==> src/sv/gda_pkg.sv <==
// Shared types, constants and month table for the Gregorian date adder.
// No dependencies; imported by gda_ctrl, gda_dp and gregorian_date_add_days_core.
`default_nettype none

package gda_pkg;

    localparam int unsigned ADD_BITS_DEF    = 16;
    localparam int unsigned MONTH_W         = 4;
    localparam int unsigned DAY_W           = 5;
    localparam int unsigned YEAR_W          = 14;
    localparam int unsigned DAYS_W          = 16;
    localparam int unsigned ERR_W           = 2;
    localparam int unsigned KW              = 4;

    localparam logic [YEAR_W-1:0]  YEAR_MAX       = 14'd16383;
    localparam logic [MONTH_W-1:0] MONTH_JAN      = 4'd1;
    localparam logic [MONTH_W-1:0] MONTH_FEB      = 4'd2;
    localparam logic [MONTH_W-1:0] MONTH_DEC      = 4'd12;
    localparam logic [DAY_W-1:0]   DAY_FIRST      = 5'd1;
    localparam logic [DAY_W-1:0]   DAY_DEC_LAST   = 5'd31;
    // year mod 25 with year mod 4 and mod 16 gives the century rules
    localparam logic [YEAR_W-1:0]  YEAR_DIV       = 14'd25;
    localparam logic [YEAR_W-1:0]  YEAR_DIV_LAST  = 14'd24;
    localparam logic [KW-1:0]      REDUCE_TOP     = 4'd9;

    localparam logic [ERR_W-1:0] ERR_OK       = 2'd0;
    localparam logic [ERR_W-1:0] ERR_INVALID  = 2'd1;
    localparam logic [ERR_W-1:0] ERR_OVERFLOW = 2'd2;

    typedef enum logic [2:0] {
        ST_IDLE,
        ST_REDUCE,
        ST_CHECK,
        ST_WALK,
        ST_OUT
    } t_state;

    typedef struct packed {
        logic load;
        logic reduce;
        logic check;
        logic step;
    } t_cmd;

    typedef struct packed {
        logic reduce_last;
        logic left_zero;
        logic err_set;
    } t_status;

    function automatic logic [DAY_W-1:0] month_day_count(input logic [MONTH_W-1:0] m,
                                                         input logic leap);
        logic [DAY_W-1:0] n;
        begin
            unique case (m)
                4'd1, 4'd3, 4'd5, 4'd7, 4'd8, 4'd10, 4'd12: n = 5'd31;
                4'd4, 4'd6, 4'd9, 4'd11:                    n = 5'd30;
                4'd2:                                        n = leap ? 5'd29 : 5'd28;
                default:                                     n = 5'd0;
            endcase
            return n;
        end
    endfunction

endpackage

`default_nettype wire

==> src/sv/gda_ctrl.sv <==
// Controller state machine for the date adder: sequences load, year reduction,
// check, month walk and the result handshake. Depends on gda_pkg.
`default_nettype none

module gda_ctrl (
    input  wire               i_clk,
    input  wire               i_rst_n,
    input  wire               i_s_tvalid,
    output logic              o_s_tready,
    output logic              o_m_tvalid,
    input  wire               i_m_tready,
    output gda_pkg::t_cmd     o_cmd,
    input  gda_pkg::t_status  i_status
);
    import gda_pkg::*;

    t_state r_state, n_state;

    always_ff @(posedge i_clk) begin
        if (!i_rst_n) begin
            r_state <= ST_IDLE;
        end else begin
            r_state <= n_state;
        end
    end

    always_comb begin
        n_state    = r_state;
        o_cmd      = '0;
        o_s_tready = 1'b0;
        o_m_tvalid = 1'b0;
        unique case (r_state)
            ST_IDLE: begin
                o_s_tready = 1'b1;
                if (i_s_tvalid) begin
                    o_cmd.load = 1'b1;
                    n_state    = ST_REDUCE;
                end
            end
            ST_REDUCE: begin
                o_cmd.reduce = 1'b1;
                if (i_status.reduce_last) begin
                    n_state = ST_CHECK;
                end
            end
            ST_CHECK: begin
                o_cmd.check = 1'b1;
                n_state     = ST_WALK;
            end
            ST_WALK: begin
                if (i_status.err_set || i_status.left_zero) begin
                    n_state = ST_OUT;
                end else begin
                    o_cmd.step = 1'b1;
                end
            end
            ST_OUT: begin
                o_m_tvalid = 1'b1;
                if (i_m_tready) begin
                    n_state = ST_IDLE;
                end
            end
            default: begin
                n_state = ST_IDLE;
            end
        endcase
    end

    a_cmd_onehot: assert property (@(posedge i_clk) disable iff (!i_rst_n)
        $onehot0({o_cmd.load, o_cmd.reduce, o_cmd.check, o_cmd.step}))
        else $error("more than one datapath command");
    a_walk_done: assert property (@(posedge i_clk) disable iff (!i_rst_n)
        (r_state == ST_WALK && i_status.err_set) |=> (r_state == ST_OUT))
        else $error("walk did not stop on error");
    a_check_next: assert property (@(posedge i_clk) disable iff (!i_rst_n)
        (r_state == ST_CHECK) |=> (r_state == ST_WALK))
        else $error("check not followed by walk");

endmodule

`default_nettype wire

==> src/sv/gda_dp.sv <==
// Datapath for the date adder: date registers, remaining-day counter, year mod 25
// reduction and the one-month step. Depends on gda_pkg.
`default_nettype none

module gda_dp #(
    parameter int unsigned ADD_BITS = gda_pkg::ADD_BITS_DEF
) (
    input  wire                           i_clk,
    input  wire                           i_rst_n,
    input  gda_pkg::t_cmd                 i_cmd,
    output gda_pkg::t_status              o_status,
    input  wire [gda_pkg::MONTH_W-1:0]    i_month,
    input  wire [gda_pkg::DAY_W-1:0]      i_day,
    input  wire [gda_pkg::YEAR_W-1:0]     i_year,
    input  wire [gda_pkg::DAYS_W-1:0]     i_days,
    output logic [gda_pkg::MONTH_W-1:0]   o_month,
    output logic [gda_pkg::DAY_W-1:0]     o_day,
    output logic [gda_pkg::YEAR_W-1:0]    o_year,
    output logic [gda_pkg::ERR_W-1:0]     o_err
);
    import gda_pkg::*;

    logic [MONTH_W-1:0]  r_m;
    logic [DAY_W-1:0]    r_d;
    logic [YEAR_W-1:0]   r_y;
    logic [YEAR_W-1:0]   r_ymod;
    logic [KW-1:0]       r_k;
    logic [ADD_BITS-1:0] r_left;
    logic [ERR_W-1:0]    r_err;

    logic [ADD_BITS+DAYS_W-1:0] w_days_ext;
    logic [YEAR_W-1:0]          w_sub;
    logic                       w_leap;
    logic [DAY_W-1:0]           w_dim;
    logic [DAY_W:0]             w_to_next;
    logic                       w_cross;

    assign w_days_ext = {{ADD_BITS{1'b0}}, i_days};
    assign w_sub      = YEAR_DIV << r_k;
    assign w_leap     = (r_y[1:0] == 2'b00) &&
                        ((r_ymod != '0) || (r_y[3:0] == 4'b0000));
    assign w_dim      = month_day_count(r_m, w_leap);
    assign w_to_next  = {1'b0, w_dim} - {1'b0, r_d} + 6'd1;
    assign w_cross    = r_left >= ADD_BITS'(w_to_next);

    always_ff @(posedge i_clk) begin
        if (i_cmd.load) begin
            r_m    <= i_month;
            r_d    <= i_day;
            r_y    <= i_year;
            r_ymod <= i_year;
            r_k    <= REDUCE_TOP;
            r_left <= w_days_ext[ADD_BITS-1:0];
            r_err  <= ERR_OK;
        end else if (i_cmd.reduce) begin
            if (r_ymod >= w_sub) begin
                r_ymod <= r_ymod - w_sub;
            end
            r_k <= r_k - 1'b1;
        end else if (i_cmd.check) begin
            if (r_y == '0 || r_d == '0 || r_d > w_dim) begin
                r_err <= ERR_INVALID;
            end
        end else if (i_cmd.step) begin
            if (w_cross) begin
                r_left <= r_left - ADD_BITS'(w_to_next);
                r_d    <= DAY_FIRST;
                if (r_m == MONTH_DEC) begin
                    if (r_y == YEAR_MAX) begin
                        r_d   <= DAY_DEC_LAST;
                        r_err <= ERR_OVERFLOW;
                    end else begin
                        r_m    <= MONTH_JAN;
                        r_y    <= r_y + 1'b1;
                        r_ymod <= (r_ymod == YEAR_DIV_LAST) ? '0 : r_ymod + 1'b1;
                    end
                end else begin
                    r_m <= r_m + 1'b1;
                end
            end else begin
                r_d    <= r_d + r_left[DAY_W-1:0];
                r_left <= '0;
            end
        end
    end

    assign o_status.reduce_last = (r_k == '0);
    assign o_status.left_zero   = (r_left == '0);
    assign o_status.err_set     = (r_err != ERR_OK);

    assign o_month = r_m;
    assign o_day   = r_d;
    assign o_year  = r_y;
    assign o_err   = r_err;

    a_step_ok: assert property (@(posedge i_clk) disable iff (!i_rst_n)
        i_cmd.step |-> (r_err == ERR_OK && r_left != '0))
        else $error("step issued with nothing to do");
    a_ymod_range: assert property (@(posedge i_clk) disable iff (!i_rst_n)
        i_cmd.step |-> (r_ymod < YEAR_DIV))
        else $error("year residue out of range");
    a_day_range: assert property (@(posedge i_clk) disable iff (!i_rst_n)
        i_cmd.step |-> (r_d != '0 && r_d <= w_dim))
        else $error("day outside month during walk");

endmodule

`default_nettype wire

==> src/sv/gregorian_date_add_days_core.sv <==
// Top level of the Gregorian date adder: stream ports, controller and datapath.
// Depends on gda_pkg, gda_ctrl and gda_dp.
//
//  channel  dir  tdata (low bit up)                        tuser
//  s        in   start_month, start_day, start_year,       -
//                days_to_add, pad
//  m        out  end_month, end_day, end_year, pad          error
//
// One item at a time: accept, year mod 25 reduction by shifted subtraction,
// a validity check, one step per month crossed, a step for any days left in the
// last month, a test that the count reached zero, then the output.
// For a large day count the month walk takes most of the time.
// i_rst_n is synchronous, active low, and clears the controller only.
// A result holds on the m side until taken; no new item is taken meanwhile.
`default_nettype none

module gregorian_date_add_days_core #(
    parameter int unsigned ADD_BITS = gda_pkg::ADD_BITS_DEF
) (
    input  wire         i_clk,
    input  wire         i_rst_n,
    input  wire         i_s_tvalid,
    output logic        o_s_tready,
    input  wire  [39:0] i_s_tdata,   // start_month, start_day, start_year, days_to_add, pad
    output logic        o_m_tvalid,
    input  wire         i_m_tready,
    output logic [23:0] o_m_tdata,   // end_month, end_day, end_year, pad
    output logic [1:0]  o_m_tuser    // error
);
    import gda_pkg::*;

    t_cmd    w_cmd;
    t_status w_status;

    logic [MONTH_W-1:0] w_month;
    logic [DAY_W-1:0]   w_day;
    logic [YEAR_W-1:0]  w_year;
    logic [ERR_W-1:0]   w_err;

    gda_ctrl u_ctrl (
        .i_clk      (i_clk),
        .i_rst_n    (i_rst_n),
        .i_s_tvalid (i_s_tvalid),
        .o_s_tready (o_s_tready),
        .o_m_tvalid (o_m_tvalid),
        .i_m_tready (i_m_tready),
        .o_cmd      (w_cmd),
        .i_status   (w_status)
    );

    gda_dp #(
        .ADD_BITS (ADD_BITS)
    ) u_dp (
        .i_clk    (i_clk),
        .i_rst_n  (i_rst_n),
        .i_cmd    (w_cmd),
        .o_status (w_status),
        .i_month  (i_s_tdata[3:0]),
        .i_day    (i_s_tdata[8:4]),
        .i_year   (i_s_tdata[22:9]),
        .i_days   (i_s_tdata[38:23]),
        .o_month  (w_month),
        .o_day    (w_day),
        .o_year   (w_year),
        .o_err    (w_err)
    );

    assign o_m_tdata = {1'b0, w_year, w_day, w_month};
    assign o_m_tuser = w_err;

    a_no_overlap: assert property (@(posedge i_clk) disable iff (!i_rst_n)
        !(o_s_tready && o_m_tvalid))
        else $error("input ready while result pending");
    a_err_code: assert property (@(posedge i_clk) disable iff (!i_rst_n)
        o_m_tvalid |-> (o_m_tuser == ERR_OK || o_m_tuser == ERR_INVALID ||
                        o_m_tuser == ERR_OVERFLOW))
        else $error("bad error code");
    a_ok_date: assert property (@(posedge i_clk) disable iff (!i_rst_n)
        (o_m_tvalid && o_m_tuser == ERR_OK) |->
            (w_month >= MONTH_JAN && w_month <= MONTH_DEC && w_day != '0 && w_year != '0))
        else $error("result date malformed");

endmodule

`default_nettype wire
==> config.mk <==
export PLATFORM = sky130hd
export DESIGN_NAME = gregorian_date_add_days_core
export DESIGN_NICKNAME = d
export VERILOG_FILES = /design/src/sv/gda_pkg.sv /design/src/sv/gda_ctrl.sv /design/src/sv/gda_dp.sv /design/src/sv/gregorian_date_add_days_core.sv
export SDC_FILE = /design/constraint.sdc
export NUM_CORES = 1
export LEC_CHECK = 0
export ABC_AREA = 1
export BUFFER_PORTS_ARGS = -buffer_cell sky130_fd_sc_hd__clkbuf_2
export CAP_MARGIN = 10
export CORE_ASPECT_RATIO = 0.6
export CORE_UTILIZATION = 54
export CTS_CLUSTER_SIZE = 40
export DETAILED_ROUTE_END_ITERATION = 12
export PLACE_DENSITY = 0.78
export SYNTH_ARGS = -nofsm -noshare
export SYNTH_HDL_FRONTEND = slang
export SYNTH_SLANG_ARGS = --single-unit
==> constraint.sdc <==
create_clock -name i_clk -period 4.9 [get_ports i_clk]
set_input_delay 0.735 -clock i_clk [delete_from_list [all_inputs] [get_ports i_clk]]
set_output_delay 0.735 -clock i_clk [all_outputs]
set_load 0.05 [all_outputs]
==> results of run 1 <==
[Yosys cell counts (all sizes together), types with 3 or more instances]
cell type	n
inv	124
nand3b	8
ha	49
nand4	10
nand3	59
xnor2	9
o22ai	3
clkbuf	3
nor3	29
dfxtp	9
edfxtp	53
nor4	3
a31oi	4
nand2	241
xor2	17
o211ai	5
nor2	77
clkinv	3
o21ai	63
fa	5
buf	11
a21oi	36
[worst max-delay path, stage by stage, from the launching register on]
cell,delay (ps)
edfxtp_1,480
ha_1,270
nor2_1,170
o221ai_1,240
nor3_2,320
inv_1,150
ha_1,350
fa_1,460
nand3_1,80
nand2_1,80
xor2_1,150
ha_1,360
nand2_1,90
clkinv_1,70
nand3_1,100
o21ai_2,180
nor2_4,100
nor2_1,180
nand3_1,130
a21oi_2,130
buf_4,240
[logic make-up after synthesis]
group	after synthesis	synth area share
simple gates	429	0.320
buf+inv	141	0.0968
compound gates	114	0.112
flops	62	0.307
fa+ha+maj	54	0.124
xor+xnor	26	0.0395
other cells	1	0.000650
[metal layers]
metal / share of wire / up-vias
met4: 0.0095 / 0
met2: 0.36 / 328
met1: 0.51 / 2546
met5: 0 / -
met3: 0.12 / 16
li1: - / 2866
[layout make-up]
type,count,area [µm²],area share
multi-input combinational,624,3440,0.526
sequential,62,1770,0.271
inverter,127,477,0.0728
timing repair buffer,76,398,0.0608
clock buffer,12,236,0.0361
tap,135,169,0.0258
clock inverter,4,47.5,0.00727
[metrics by stage]
step,hold WS (ps),cell area [µm²],TNS [ps],setup slack [ps],std cells
after floorplan,481,5770,0,164,827
after global placement,458,6250,0,324,1023
after detailed placement,463,6250,0,211,1023
after CTS,471,6530,0,109,1039
after global routing,487,6540,-288,-24.7,1040
final,472,6540,0,239,1040
[sequential cells by signal, summed over array words and instances (netlist names)]
signal / count
u_dp.r_k: 4
u_dp.r_ymod: 14
u_dp.r_left: 16
u_ctrl.r_state: 3
u_dp.o_month: 4
u_dp.o_day: 5
u_dp.o_err: 2
u_dp.o_year: 14
[layout by cell type, fill, tap and decap left out, drive strengths merged, types with 4 or more instances in the layout]
cell type,synthesis,layout
clkbuf,3,81
nand2,241,241
a21oi,36,36
nor2,77,77
nand3,59,59
ha,49,49
nand4,10,10
nand3b,8,8
buf,11,7
o211ai,5,5
edfxtp,53,53
o21ai,63,63
a31oi,4,4
inv,124,124
clkinv,3,5
nor3,29,29
fa,5,5
dfxtp,9,9
xor2,17,17
xnor2,9,9
[repair_timing]
item                                    in CTS  in global routing
setup buffers                                0                  1
endpoints found under the setup margin       0                 46
resized for setup                            0                  1
[worst paths after layout]
path | startpoint | end | slack [ps] | cells past startpoint
max | u_dp.o_month[0] | u_dp.r_ymod[7] | 240 | 20
min | u_dp.o_err[0] | u_dp.o_err[0] | 470 | 2
min reg2reg | u_dp.o_err[0] | u_dp.o_err[0] | 470 | 2
max reg2reg | u_dp.o_month[0] | u_dp.r_ymod[7] | 240 | 20
==> results by group, run 1 <==
Clock network
  • TritonCTS clock tree: yes
  • Clk_lat worst skew: 330 ps
  • Cts hold-fix bufs: 0
  • Clock Sinks: 62
  • H-tree Lvls: 3
  • Clock root cell: clkbuf_16
  • Cts bufs inserted: 9
  • Reg clk slew, reported paths: 50 ps
  • Clock Path Buffers: 2

Min path
  • Hold WC Path Type: reg2reg

Timing
  • Fmax achieved: 215 MHz
  • Setup violations, final: 0
  • Slew margin rel.: 0.608
  • Period utilization: 0.951
  • Actual slew at the worst max-slew pin: 584 ps
  • Fin crit period: 4660 ps
  • Clk_skew: 7.36 ps
  • Count of final hold-check violations: 0
  • Final-report max-slew violation count: 0

Die
  • I/O pins: 72
  • Die Span Y: 82.0 µm
  • Core area: 10,100 µm²
  • Die ar.: 11,100 µm²
  • Row cnt: 28
  • Die width: 135 µm
  • Initial Utilization: 0.569

Route
  • Vias: 5,756
  • Drc violations: 0
  • Via/cell ratio: 5.53
  • Routed len/inst: 15.5 µm
  • Antenna-violating nets left: 0
  • DRT Pass-1 Iters: 5
  • Detailed Route Iter0 Violations: 685
  • Routed wire length: 16,100 µm

Logic synthesis
  • Flop and latch count out of synthesis: 62
  • Distinct cell type count after synthesis: 38
  • Post-Synthesis Cells: 827
  • Post-synthesis sequential area ratio: 0.307
  • Ranking of synthesized cells by area: edfxtp_1, nand2_1, ha_1
  • Avg Cell Area, Syn: 6.97 µm²
  • Yosys top cell area share: 0.276
  • Mapped Area: 5770 µm²
  • Post-synth top area cell: edfxtp_1
  • Synth Net Count: 925
  • Post-synth EDFFs: 53
  • Asr flop ratio synth: 0
  • Main flop type after synthesis: edfxtp_1
  • Yosys warns: 0

GRT
  • GR met2 Demand/Resource: 0.361
  • Grt met3 use: 0.0543
  • Most Used Layer, Global Route: met1
  • Met1 usage: 0.505
  • Global-route wire length before repair: 24,700 µm
  • All-Layer GR Usage: 0.297
  • Number of global-route vias before repair: 4,653
  • Initial antenna violation count: 0
  • Total grt overflow: 0
  • Largest net degree at the start of global routing: 43

Worst setup path
  • Crit path arrival time: 4680 ps
  • CP max FO: 14
  • Critical path class: reg2reg
  • Crit path launch type: register
  • Worst setup EP type: register
  • CP required: 4920 ps

Job
  • Max Cap Viol: 0

Cells and area
  • # diodes: 0
  • Area grow syn2layout: 13.5%
  • Fill cell count: 923
  • Fin util: 0.646
  • Share of cells above drive strength 1: 0.129
  • Layout Nets: 998

Placed design
  • Final RePlAce weighted congestion: 0.943
  • Port Buf Inserts: 69
  • HPWL after DPL: 12,700 µm

Outcome
  • Status: complete, no violations
Power of run 1 is left out: the tool's default activity adds up to more than one toggle a clock period on the data nets, which glitch-free logic cannot reach.
==> run 2: changes to the inputs <==
CORE_ASPECT_RATIO = 0.75   (was 0.6)
==> run 2 against run 1 <==
  * Via count is 1.4% lower
  * Die area hardly changed
  * Sequential share of layout area is 0.14 points lower
  * Hold slack better by 1.0 ps
  * Utilization is 0.94 points lower
  * Routed wire length is 5.7% lower
  * Clock-buffer cell count is 2 higher
  * Clock skew is 0.86 ps lower
  * Critical path depth stayed put
  * Register-to-register slack better by 100 ps
==> results by group, run 2 (synthesis results as in run 1) <==
Cells and area
  • Layout Nets: 997
  • Most frequent cells in the layout: nand2_1, inv_1, nor2_1, clkbuf_2, nand3_1
  • Area grow syn2layout: 14.1%
  • Largest reg by FF count: u_dp.r_left
  • Fill cell count: 940
  • Share of cells above drive strength 1: 0.132
  • Commonest non-fill, non-tap cell in the layout: nand2_1
  • Flip-flop count of the largest register after layout: 16
  • # diodes: 0

Min path
  • Hold Crit Depth: 2
  • Hold path startpoint: u_dp.o_err[0]
  • Hold WC Path Type: reg2reg
  • Hold path endpoint: u_dp.o_err[0]

Clock network
  • Cts bufs inserted: 9
  • Clock root cell: clkbuf_16
  • Clock Path Buffers: 2
  • TritonCTS clock tree: yes
  • H-tree Lvls: 3
  • Clock Sinks: 62
  • Reg clk slew, reported paths: 50 ps
  • Clk_lat worst skew: 340 ps

GRT
  • Met1 usage: 0.441
  • Most Used Layer, Global Route: met1
  • All-Layer GR Usage: 0.283
  • Global-route wire length before repair: 24,300 µm
  • GR met2 Demand/Resource: 0.384
  • Total grt overflow: 0
  • Grt met3 use: 0.0622
  • Initial antenna violation count: 0
  • Largest net degree at the start of global routing: 44
  • Number of global-route vias before repair: 4,868

Worst setup path
  • CP max FO: 10
  • Reg-to-Reg End: u_dp.r_ymod[8]
  • Critical path class: reg2reg
  • Crit path launch type: register
  • R2R depth: 20
  • R2r startpoint: u_dp.o_month[0]
  • CP required: 4930 ps
  • Worst setup EP type: register
  • Crit path arrival time: 4590 ps
  • Register-to-register setup slack: 340 ps

Route
  • Drc violations: 0
  • Antenna-violating nets left: 0
  • DRT Pass-1 Iters: 6
  • Via/cell ratio: 5.46
  • Routed wire length: 15,200 µm
  • Routed len/inst: 14.6 µm
  • Vias: 5,675
  • Detailed Route Iter0 Violations: 542

Timing
  • Clk_skew: 6.51 ps
  • RSZ-0062 raised after global routing: false
  • Setup violations, final: 0
  • Fin crit period: 4560 ps
  • Slew margin rel.: 0.529
  • Count of final hold-check violations: 0
  • Fmax achieved: 219 MHz
  • Period utilization: 0.930
  • Actual slew at the worst max-slew pin: 706 ps
  • Setup TNS: 0 ps
  • Final-report max-slew violation count: 0

Placed design
  • HPWL after DPL: 11,700 µm
  • Final RePlAce weighted congestion: 0.936
  • Port Buf Inserts: 69

Die
  • Die ar.: 11,100 µm²
  • Die width: 121 µm
  • Initial Utilization: 0.558
  • Row cnt: 32
  • Die Span Y: 91.5 µm
  • Core area: 10,300 µm²
  • I/O pins: 72

Outcome
  • Status: complete, no violations

Job
  • Max Cap Viol: 0
## run 2: what timing repair did
item | in CTS | in global routing
hold endpoints to repair | 0 | 0
setup endpoints to repair | 0 | 34
buffers inserted | 0 | 0
gates resized for setup | 0 | 2
hold buffers | 0 | 0
## run 2: metrics by stage
stage	utilization	hold slack [ps]	cells	setup slack (ps)	cell area (µm²)
2_1_floorplan	-	481	827	164	5770
3_3_place_gp	0.605	462	1024	441	6250
3_5_place_dp	0.605	465	1024	332	6250
4_1_cts	0.636	473	1040	201	6570
5_1_grt	0.637	488	1040	26.9	6580
6_report	0.637	473	1040	341	6580
## run 2: area by class of cell
class,instances,area [µm²],area share
multi-input combinational,624,3450,0.524
sequential,62,1770,0.269
inverter,127,477,0.0725
timing repair buffer,75,390,0.0593
clock buffer,14,284,0.0432
tap,136,170,0.0259
clock inverter,2,37.5,0.00571
## run 2: worst max path at each step
stage	start	to	slack (ps)	cells after the start
after floorplan	u_dp.o_month[0]	u_dp.o_year[0]	160	20
after global placement	u_dp.o_month[0]	u_dp.r_ymod[9]	440	20
after detailed placement	u_dp.o_month[0]	u_dp.r_ymod[10]	330	20
after CTS	u_dp.o_month[0]	u_dp.r_ymod[12]	200	20
after global routing	u_dp.o_month[0]	u_dp.r_ymod[12]	30	20
final	u_dp.o_month[0]	u_dp.r_ymod[8]	340	20
## run 2: critical path, cell delays in order (launching register included)
cell and delay, ps:
edfxtp_1 470, ha_1 270, nor2_1 160, o221ai_1 210, nor3_2 260, inv_1 170
ha_1 370, fa_1 470, nand3_1 90, nand2_1 70, xor2_1 150, ha_1 360
nand2_1 90, clkinv_1 80, nand3_1 80, o21ai_2 170, nor2_4 100, nor2_1 160
nand3_1 130, a21oi_2 160, buf_4 210
## run 2: routing by layer
metal,wire (µm),part of all wire
met1,7570,0.50
met2,6040,0.40
met3,1390,0.091
met4,224,0.015
met5,0,0
Power of run 2 is left out for the same reason.
==> run 3: changes to the inputs <==
==> constraint.sdc (replaced) <==
create_clock -name i_clk -period 4.9 [get_ports i_clk]
set_input_delay 0.735 -clock i_clk [delete_from_list [all_inputs] [get_ports i_clk]]
set_output_delay 0.735 -clock i_clk [all_outputs]
set_load 0.005 [all_outputs]
==> run 3 against run 2 <==
  * Clock-buffer cell count shrank 1
  * Cell area increased by 0.48%
  * Sequential share of layout area is 0.13 points lower
  * Critical path depth up 1
  * Routed wire length is 1.1% higher
  * Setup slack gained 14 ps
  * Via count grew 1.4%
  * Critical path type unchanged
==> results by group, run 3 (synthesis results as in run 1) <==
Worst setup path
  • Critical path class: reg2reg
  • CP max FO: 14
  • CP required: 4970 ps
  • Crit path launch type: register
  • Crit path arrival time: 4620 ps
  • Worst setup EP type: register

Route
  • Routed len/inst: 14.8 µm
  • Antenna-violating nets left: 0
  • Vias: 5,753
  • Routed wire length: 15,400 µm
  • Drc violations: 0
  • Detailed Route Iter0 Violations: 642
  • Via/cell ratio: 5.52
  • DRT Pass-1 Iters: 5

Clock network
  • Clock Path Buffers: 2
  • Reg clk slew, reported paths: 50 ps
  • TritonCTS clock tree: yes
  • Cts bufs inserted: 9
  • Clock root cell: clkbuf_16
  • Clk_lat worst skew: 340 ps
  • Cts hold-fix bufs: 0
  • Clock Sinks: 62
  • H-tree Lvls: 3

GRT
  • Initial antenna violation count: 0
  • GR met2 Demand/Resource: 0.379
  • Met1 usage: 0.454
  • Total grt overflow: 0
  • Largest net degree at the start of global routing: 44
  • Number of global-route vias before repair: 4,929
  • All-Layer GR Usage: 0.284
  • Grt met3 use: 0.0590
  • Most Used Layer, Global Route: met1
  • Global-route wire length before repair: 24,600 µm

Cells and area
  • Share of cells above drive strength 1: 0.135
  • Area of the multi-input gates: 3450 µm²
  • Fin area: 6610 µm²
  • Area grow syn2layout: 14.6%
  • # diodes: 0
  • Commonest non-fill, non-tap cell in the layout: nand2_1
  • Layout Nets: 999
  • Flip-flop count of the largest register after layout: 16
  • Largest reg by FF count: u_dp.r_left
  • Fill cell count: 935
  • Reg area: 1770 µm²
  • Most frequent cells in the layout: nand2_1, inv_1, nor2_1, clkbuf_2, nand3_1

Placed design
  • Final RePlAce weighted congestion: 0.914
  • Placed Instance Area: 6240 µm²
  • Pre-CTS setup slack: 319 ps
  • Port Buf Inserts: 69
  • HPWL after DPL: 11,700 µm

Timing
  • Clk_skew: 6.73 ps
  • Period utilization: 0.928
  • Actual slew at the worst max-slew pin: 741 ps
  • Final-report max-slew violation count: 0
  • Fin crit period: 4550 ps
  • Setup violations, final: 0
  • Fmax achieved: 220 MHz
  • Final WS setup: 355 ps
  • Slew margin rel.: 0.505
  • Count of final hold-check violations: 0

Min path
  • Hold WC Path Type: reg2reg

Die
  • Die Span Y: 91.5 µm
  • Die width: 121 µm
  • Row cnt: 32
  • Initial Utilization: 0.558
  • Core area: 10,300 µm²
  • Die ar.: 11,100 µm²
  • I/O pins: 72

Outcome
  • Status: complete, no violations

Job
  • Max Cap Viol: 0
[run 3: area by class of cell]
type / count / area share
multi-input cells: 624 / 0.522
flip-flops and latches: 62 / 0.268
inverters: 127 / 0.0721
repair buffers: 77 / 0.0610
clock buffers: 13 / 0.0409
well taps: 136 / 0.0257
clock inverters: 3 / 0.00984
[run 3: path summary, 6_finish.rpt]
check                                      from              to  cells after the start  slack [ps]
worst max-delay path            u_dp.o_month[0]  u_dp.o_year[9]                     21         350
worst min-delay path              u_dp.o_err[1]   u_dp.o_err[1]                      2         490
worst max register to register  u_dp.o_month[0]  u_dp.o_year[9]                     21         350
worst min register to register    u_dp.o_err[1]   u_dp.o_err[1]                      2         490
[run 3: repair_timing]
action	in CTS	in global routing
setup buffers	0	1
resized for setup	0	6
endpoints found under the setup margin	0	34
[run 3: stage by stage]
stage / cells / utilization / hold WS, ps / TNS (ps)
2_1_floorplan: 827 / - / 455 / 0
3_3_place_gp: 1024 / 0.605 / 478 / 0
3_5_place_dp: 1024 / 0.605 / 476 / 0
4_1_cts: 1040 / 0.637 / 484 / 0
5_1_grt: 1042 / 0.640 / 537 / -198
6_report: 1042 / 0.640 / 492 / 0
[run 3: routing by layer]
layer / up-vias / share of wire / wire length, µm
met5: - / 0 / 0
met4: 0 / 0.012 / 179
met3: 17 / 0.10 / 1600
met2: 310 / 0.40 / 6140
met1: 2567 / 0.49 / 7470
li1: 2859 / - / -
[run 3: critical path, cell delays in order (launching register included)]
cell and delay [ps]:
edfxtp_1 450, inv_1 90, ha_1 230, o21ai_0 220
o22ai_1 150, nor3_2 230, inv_1 160, ha_1 360
fa_1 470, nand3_1 90, nand2_1 70, xor2_1 150
ha_1 350, inv_2 80, o21ai_1 80, nor2_1 110
nand2_2 120, nor2_4 280, nand2_1 150, nand2_1 170
nor3_2 50, buf_4 210
Power of run 3 is left out for the same reason.
